==> src/rtl/ssms_pkg.sv <==
`timescale 1ns / 1ps
// ----------------------------------------------------------------------------
// ssms_pkg
// Shared constants and controller/datapath interface types for the stock span
// monotonic stack unit.
// ----------------------------------------------------------------------------
package ssms_pkg;

    localparam int MAX_LEN    = 1024;
    localparam int VALUE_BITS = 32;
    localparam int ADDR_W     = $clog2(MAX_LEN);
    localparam int CNT_W      = ADDR_W + 1;
    localparam int SPAN_W     = 11;
    localparam int ENTRY_W    = VALUE_BITS + ADDR_W;

    typedef enum logic [1:0] {
        S_IDLE,
        S_CMP,
        S_LOAD
    } t_state;

    // Controller to datapath commands
    typedef struct packed {
        logic accept;    // latch the incoming item, apply sequence start
        logic pop;       // drop the cached top, fetch the entry below it
        logic load_top;  // take the fetched entry as the new cached top
        logic finish;    // push the item (or flag overflow) and post the result
    } t_cmd;

    // Datapath to controller status
    typedef struct packed {
        logic pop_ok;    // stack not empty, no overflow, item >= top value
        logic out_free;  // output register can take a result this cycle
    } t_stat;

endpackage

==> src/rtl/ssms_ctrl.sv <==
`timescale 1ns / 1ps
// ----------------------------------------------------------------------------
// ssms_ctrl
// Sequencer: accepts an item, pops smaller-or-equal entries one at a time,
// then pushes the item and posts its span.
// ----------------------------------------------------------------------------
module ssms_ctrl (
    input  logic            i_clk,
    input  logic            i_rst_n,
    input  logic            i_valid,
    output logic            o_stall,
    input  ssms_pkg::t_stat i_stat,
    output ssms_pkg::t_cmd  o_cmd
);

    ssms_pkg::t_state r_state;
    ssms_pkg::t_state n_state;

    // State register
    always_ff @(posedge i_clk) begin
        if (!i_rst_n) begin
            r_state <= ssms_pkg::S_IDLE;
        end else begin
            r_state <= n_state;
        end
    end

    // Next state and commands
    always_comb begin
        n_state = r_state;
        o_cmd   = '0;
        o_stall = 1'b1;
        case (r_state)
            ssms_pkg::S_IDLE: begin
                o_stall = 1'b0;
                if (i_valid) begin
                    o_cmd.accept = 1'b1;
                    n_state      = ssms_pkg::S_CMP;
                end
            end
            ssms_pkg::S_CMP: begin
                if (i_stat.pop_ok) begin
                    o_cmd.pop = 1'b1;
                    n_state   = ssms_pkg::S_LOAD;
                end else if (i_stat.out_free) begin
                    o_cmd.finish = 1'b1;
                    n_state      = ssms_pkg::S_IDLE;
                end
            end
            ssms_pkg::S_LOAD: begin
                o_cmd.load_top = 1'b1;
                n_state        = ssms_pkg::S_CMP;
            end
            default: begin
                n_state = ssms_pkg::S_IDLE;
            end
        endcase
    end

endmodule

==> config.mk <==
export PLATFORM = sky130hd
export DESIGN_NAME = ssms_ctrl
export DESIGN_NICKNAME = d
export VERILOG_FILES = /design/src/rtl/ssms_pkg.sv /design/src/rtl/ssms_ctrl.sv
export SDC_FILE = /design/constraint.sdc
export NUM_CORES = 1
export LEC_CHECK = 0
export ABC_AREA = 1
export BUFFER_PORTS_ARGS = -buffer_cell sky130_fd_sc_hd__buf_2
export CAP_MARGIN = 20
export CORE_AREA = 8 8 45 47
export DETAILED_ROUTE_END_ITERATION = 8
export DIE_AREA = 0 0 53 55
export HOLD_SLACK_MARGIN = 0.02
export PLACE_DENSITY_LB_ADDON = 0.15
export SLEW_MARGIN = 20
export SYNTH_ARGS = -nofsm -noshare
export SYNTH_HDL_FRONTEND = slang
export SYNTH_SLANG_ARGS = --single-unit
==> constraint.sdc <==
create_clock -name i_clk -period 1.5 [get_ports i_clk]
set_input_delay 0.225 -clock i_clk [delete_from_list [all_inputs] [get_ports i_clk]]
set_output_delay 0.225 -clock i_clk [all_outputs]
set_load 0.005 [all_outputs]
==> results of run 1 <==
-- through the flow --
step / area (um^2) / std cells
3_3_place_gp: 180.2 / 44
3_5_place_dp: 180.2 / 44
2_1_floorplan: 115.1 / 19
4_1_cts: 202.7 / 47
6_report: 202.7 / 47
5_1_grt: 202.7 / 47
-- routing by layer --
| metal | vias up | share of wire |
|---|---|---|
| met5 | - | 0 |
| met1 | 61 | 0.29 |
| li1 | 80 | - |
| met4 | 0 | 0 |
| met2 | 8 | 0.46 |
| met3 | 0 | 0.25 |
-- layout by cell type, fill, tap and decap left out --
master	instances
nand3_1	1
inv_2	2
buf_2	9
clkbuf_4	3
a21oi_1	1
dfxtp_1	2
nand2_1	4
inv_1	2
nor2_1	6
nor3b_2	1
-- cells by family (layout without fill, tap and decap cells) --
group	after synthesis	count (layout)	share of synthesized area
compound gates	1	1	0.04344
buf+inv	4	16	0.1305
simple gates	12	12	0.4781
flops	2	2	0.3478
-- where the power goes --
group	internal (mW)	total, mW	switching (mW)
Sequential	0.0573	0.0602	0.00291
Clock	0.0880	0.116	0.0280
Combinational	0.0169	0.0361	0.0192
-- worst max-delay path, stage by stage (launching register included) --
cell and delay, ns:
dfxtp_1 0.35, nand2_1 0.12, nor2_1 0.11, buf_2 0.11
-- path summary, 6_finish.rpt --
kind / startpoint / to / cells after the start
setup / recovery: r_state[0] / o_cmd[0] / 3
hold / removal: i_rst_n / r_state[0] / 3
setup reg to reg: r_state[0] / r_state[1] / 2
hold reg to reg: r_state[0] / r_state[0] / 3
-- cell type report --
class | count | area [um^2] | area share
Sequential cell | 2 | 40.04 | 0.1975
Inverter | 4 | 15.01 | 0.07407
Clock buffer | 3 | 22.52 | 0.1111
Tap cell | 16 | 20.02 | 0.09877
Timing Repair Buffer | 9 | 45.04 | 0.2222
Multi-Input combinational cell | 13 | 60.06 | 0.2963
==> results.json, run 1 <==
{
  "fp.dieW_um": 53,
  "hold_viol_final": 0,
  "gr-usage-met3": 0.04011,
  "timing.final.crit_period_ns": 1.137,
  "initial_utilization": 0.08318,
  "placementRows": 14,
  "io_pins": 10,
  "largest_register_ffs": 2,
  "ys_seq_area_frac": 0.3478,
  "cp.required_ns": 1.27,
  "use_met1": 0.02269,
  "fin_nets": 38,
  "dp_slack_ns": 0.5864,
  "routed_via_density": 3.170,
  "p_leak_nw": 0.1178,
  "cp_max_fo": 3,
  "hold_ws_ns": 0.2485,
  "worstSetupPathType": "reg2out",
  "dr.pass1.iters": 1,
  "grt_pass1_vias": 162,
  "layout-drive-gt1-share": 0.4839,
  "drt-initial-drc-count": 0,
  "hp-class": "in2reg",
  "use_met2": 0.04883,
  "max_freq_mhz": 879.6,
  "fin_ws_ns": 0.3631,
  "clockRootBuffer": "clkbuf_4",
  "vias": 149,
  "critPathArrivalTime_ns": 0.91,
  "ctsResizeCount": 0,
  "total_power_mw": 0.2123,
  "port_buffers": 9,
  "coreArea_mm2": 0.001384,
  "relSlewSlack": 0.9127,
  "ir_worst_vdd_mv": 0.2287,
  "clk_pin_slew_ns": 0.03,
  "yosys-top-cells-area": "dfxtp_1 35%, nor2_1 20%, nand2_1 13%",
  "cts_buffers": 3,
  "setup_tns_ns": 0,
  "p_per_area_mw_per_mm2": 1047,
  "drc": 0,
  "wirelength_um": 364,
  "ys_ff_latch": 2,
  "ys_warn_count": 0,
  "synth_cells": 19,
  "reg_top3": "r_state x2",
  "synth_area_um2": 115.1,
  "rsz0062_at_grt": "no",
  "routabilityCongestion": 0.6571,
  "end_kind": "output pin",
  "syn_area_per_cell_um2": 6.058,
  "largest-register": "r_state",
  "area_growth_pct": 76.09,
  "wire_per_inst_um": 7.745,
  "syn_nets": 24,
  "ys_types": 8,
  "synth-edff-count": 0,
  "yosysTopAreaCell": "dfxtp_1",
  "synthFlopType": "dfxtp_1",
  "maxCapViolCount": 0,
  "cts_tree": "done",
  "finClkSkew_ns": 0.002930,
  "cts_setup_buffers": 0,
  "grt_max_degree": 5,
  "synthArstFlopShare": 0,
  "busiest_layer": "met2",
  "tightest_slew_ns": 0.1307,
  "setup_viol": 0,
  "status": "completed",
  "grt.overflow.total": 0,
  "cts_max_level": 1,
  "cts_hold_buf": 0,
  "grt_use_total": 0.03492,
  "maxSlewViolCount": 0,
  "ys_top_cells_by_count": "6 x nor2_1, 4 x nand2_1, 2 x dfxtp_1, 2 x inv_1, 2 x inv_2",
  "nFillCells": 170,
  "post-route-util": 0.1465,
  "dp_hpwl_um": 324.8,
  "startpoint_type": "flip-flop",
  "drtAntennaViolNets": 0,
  "dieArea_mm2": 0.002915,
  "grt_pass1_wl_um": 634,
  "rrSetupSlack_ns": 0.80,
  "yosysTopAreaCellShare": 0.3478,
  "finalCritPeriodShare": 0.7580,
  "antenna_found_initial": 0,
  "clockBufferDepth": 2,
  "clk_latency_ns": 0.22,
  "diodes": 0,
  "die_y_um": 55,
  "post-synth-top-count-cell": "nor2_1",
  "cts_sinks": 2
}
Note: power is estimated with default switching activity, not from simulation.
==> inputs of run 2 (changes only) <==
clock period = 1.03 ns   (was 1.5 ns; I/O delays follow)
==> run 2 against run 1 <==
Compared with the run above:
- sequential share of layout area fell by 2.1 points
- sequential power rose by 50%
- global-route usage rose by 0.33 points
- count of clock-buffer cells in the layout did not move
- power rose by 61%
- critical endpoint is now o_cmd[3]
==> results.json, run 2 (synthesis gave the netlist of run 1 again) <==
{
  "status": "completed",
  "timing.final.crit_period_ns": 1.021,
  "grt_pass1_wl_um": 772,
  "dp_hpwl_um": 333.7,
  "relSlewSlack": 0.9035,
  "p_leak_nw": 0.1384,
  "grt_max_degree": 5,
  "setup_viol": 0,
  "cts_buffers": 3,
  "drt-initial-drc-count": 1,
  "clockRootBuffer": "clkbuf_4",
  "critical_path.top_delay_family": "flip-flops",
  "drtAntennaViolNets": 0,
  "finClkSkew_ns": 0.002118,
  "place_area_um2": 180.2,
  "wirelength_um": 430,
  "antenna_found_initial": 0,
  "largest-register": "r_state",
  "switching_share": 0.2471,
  "layout_commonest_cell": "buf_2",
  "cp_cell_sequence": "inv_2, nand2_2, nor2_1, buf_2",
  "fp.dieW_um": 53,
  "die_y_um": 55,
  "clk_latency_ns": 0.22,
  "cts_hold_buf": 0,
  "reg_top3": "r_state x2",
  "diodes": 0,
  "hold_viol_final": 0,
  "combPwrFrac": 0.240,
  "power_frac_seq": 0.264,
  "io_pins": 10,
  "critPathArrivalTime_ns": 0.87,
  "drc": 0,
  "dieArea_mm2": 0.002915,
  "clk_pin_slew_ns": 0.03,
  "p_per_area_mw_per_mm2": 1342,
  "layout_common_cells": "9 x buf_2, 4 x nor2_1, 4 x buf_4",
  "tightest_slew_ns": 0.1446,
  "maxCapViolCount": 0,
  "cts_max_level": 1,
  "cts_sinks": 2,
  "layout-drive-gt1-share": 0.7143,
  "fin_nets": 42,
  "max_freq_mhz": 979.4,
  "slowest_delay_ns": 0.35,
  "grt_pass1_vias": 201,
  "rrSetupSlack_ns": 0.12,
  "slowest_stage": "dfxtp_4",
  "area_growth_pct": 121.7,
  "initial_utilization": 0.08318,
  "nFillCells": 161,
  "r2r_start": "r_state[1]",
  "wire_per_inst_um": 8.431,
  "routed_via_density": 3.333,
  "vias": 170,
  "hp-class": "in2reg",
  "r2r_end": "r_state[1]",
  "hp-start": "i_rst_n",
  "coreArea_mm2": 0.001384,
  "routabilityCongestion": 0.6743,
  "cts_tree": "done",
  "final_area_um2": 255.2,
  "clockPowerShare": 0.496,
  "cp_max_fo": 3,
  "end_kind": "output pin",
  "hold_ws_ns": 0.1792,
  "placementRows": 14,
  "worstSetupPathType": "reg2out",
  "dr.pass1.iters": 2,
  "internal_power_mw": 0.2579,
  "clockBufferDepth": 2,
  "rsz0062_at_grt": "yes",
  "ir_worst_vdd_mv": 0.4322,
  "grt.overflow.total": 0,
  "startpoint_type": "flip-flop",
  "worstRegToRegCells": 5,
  "cp.required_ns": 0.88,
  "p_switching_mw": 0.08465,
  "maxSlewViolCount": 0,
  "grt_use_total": 0.03821,
  "path_buf_inv": 2,
  "port_buffers": 9,
  "finalCritPeriodShare": 0.9913,
  "min_to": "r_state[0]",
  "min_delay_path_depth": 3,
  "largest_register_ffs": 2
}
==> run 2: cell count changes in the layout (fill, tap and decap cells not counted), sizes merged <==
cell / previous run / this run
buf: 9 / 13
==> run 2: repair_timing <==
| action | in CTS | in global routing |
|---|---|---|
| gates resized for setup | 4 | 5 |
| pin swaps | 2 | 2 |
| setup buffers | 2 | 2 |
| endpoints found under the setup margin | 3 | 3 |
==> run 2: worst min-delay path: stages <==
cell     delay, ns
buf_2         0.11
nand2_1       0.06
nor2_1        0.04
==> run 2: cell type report <==
| cell class | count | area, um^2 | share of cell area |
|---|---|---|---|
| multi-input combinational | 13 | 75.07 | 0.2941 |
| clock buffer | 3 | 22.52 | 0.08824 |
| timing repair buffer | 13 | 75.07 | 0.2941 |
| tap | 16 | 20.02 | 0.07843 |
| sequential | 2 | 45.04 | 0.1765 |
| inverter | 4 | 17.52 | 0.06863 |
==> run 2: stage by stage <==
| stage | utilization | std cells | setup WS, ns | power (mW) | TNS, ns |
|---|---|---|---|---|---|
| 2_1_floorplan | - | 19 | 0.3128 | 0.1168 | 0 |
| 3_3_place_gp | 0.1302 | 44 | 0.1922 | 0.1431 | 0 |
| 3_5_place_dp | 0.1302 | 44 | 0.1930 | 0.1429 | 0 |
| 4_1_cts | 0.1627 | 49 | -0.006118 | 0.3373 | -0.01138 |
| 5_1_grt | 0.1844 | 51 | -0.05980 | 0.3806 | -0.1601 |
| 6_report | 0.1844 | 51 | 0.008949 | 0.3426 | 0 |
==> run 2: metal layers <==
layer	part of all wire	vias up	track usage
met2	0.47	6	0.05859
li1	-	89	-
met1	0.40	75	0.03030
met5	0	-	0
met4	0	0	0.02586
met3	0.13	0	0.03743
==> run 2: power groups by stage <==
stage | Sequential, mW | Combinational [mW] | Clock (mW)
after floorplan | 0.0877 | 0.0291 | 0
after global placement | 0.0888 | 0.0543 | 0
after detailed placement | 0.0884 | 0.0545 | 0
after CTS | 0.0892 | 0.0676 | 0.181
after global routing | 0.0913 | 0.0935 | 0.196
final | 0.0905 | 0.0821 | 0.170
==> run 2: worst max path at each step <==
stage               startpoint        to  slack, ns  cells after the start
floorplan           r_state[1]  o_cmd[0]       0.31                      3
global placement    r_state[0]  o_cmd[0]       0.19                      3
detailed placement  r_state[0]  o_cmd[0]       0.19                      3
CTS                 r_state[1]  o_cmd[3]     -0.006                      4
global route        r_state[1]  o_cmd[2]      -0.06                      4
finish              r_state[0]  o_cmd[3]      0.009                      4
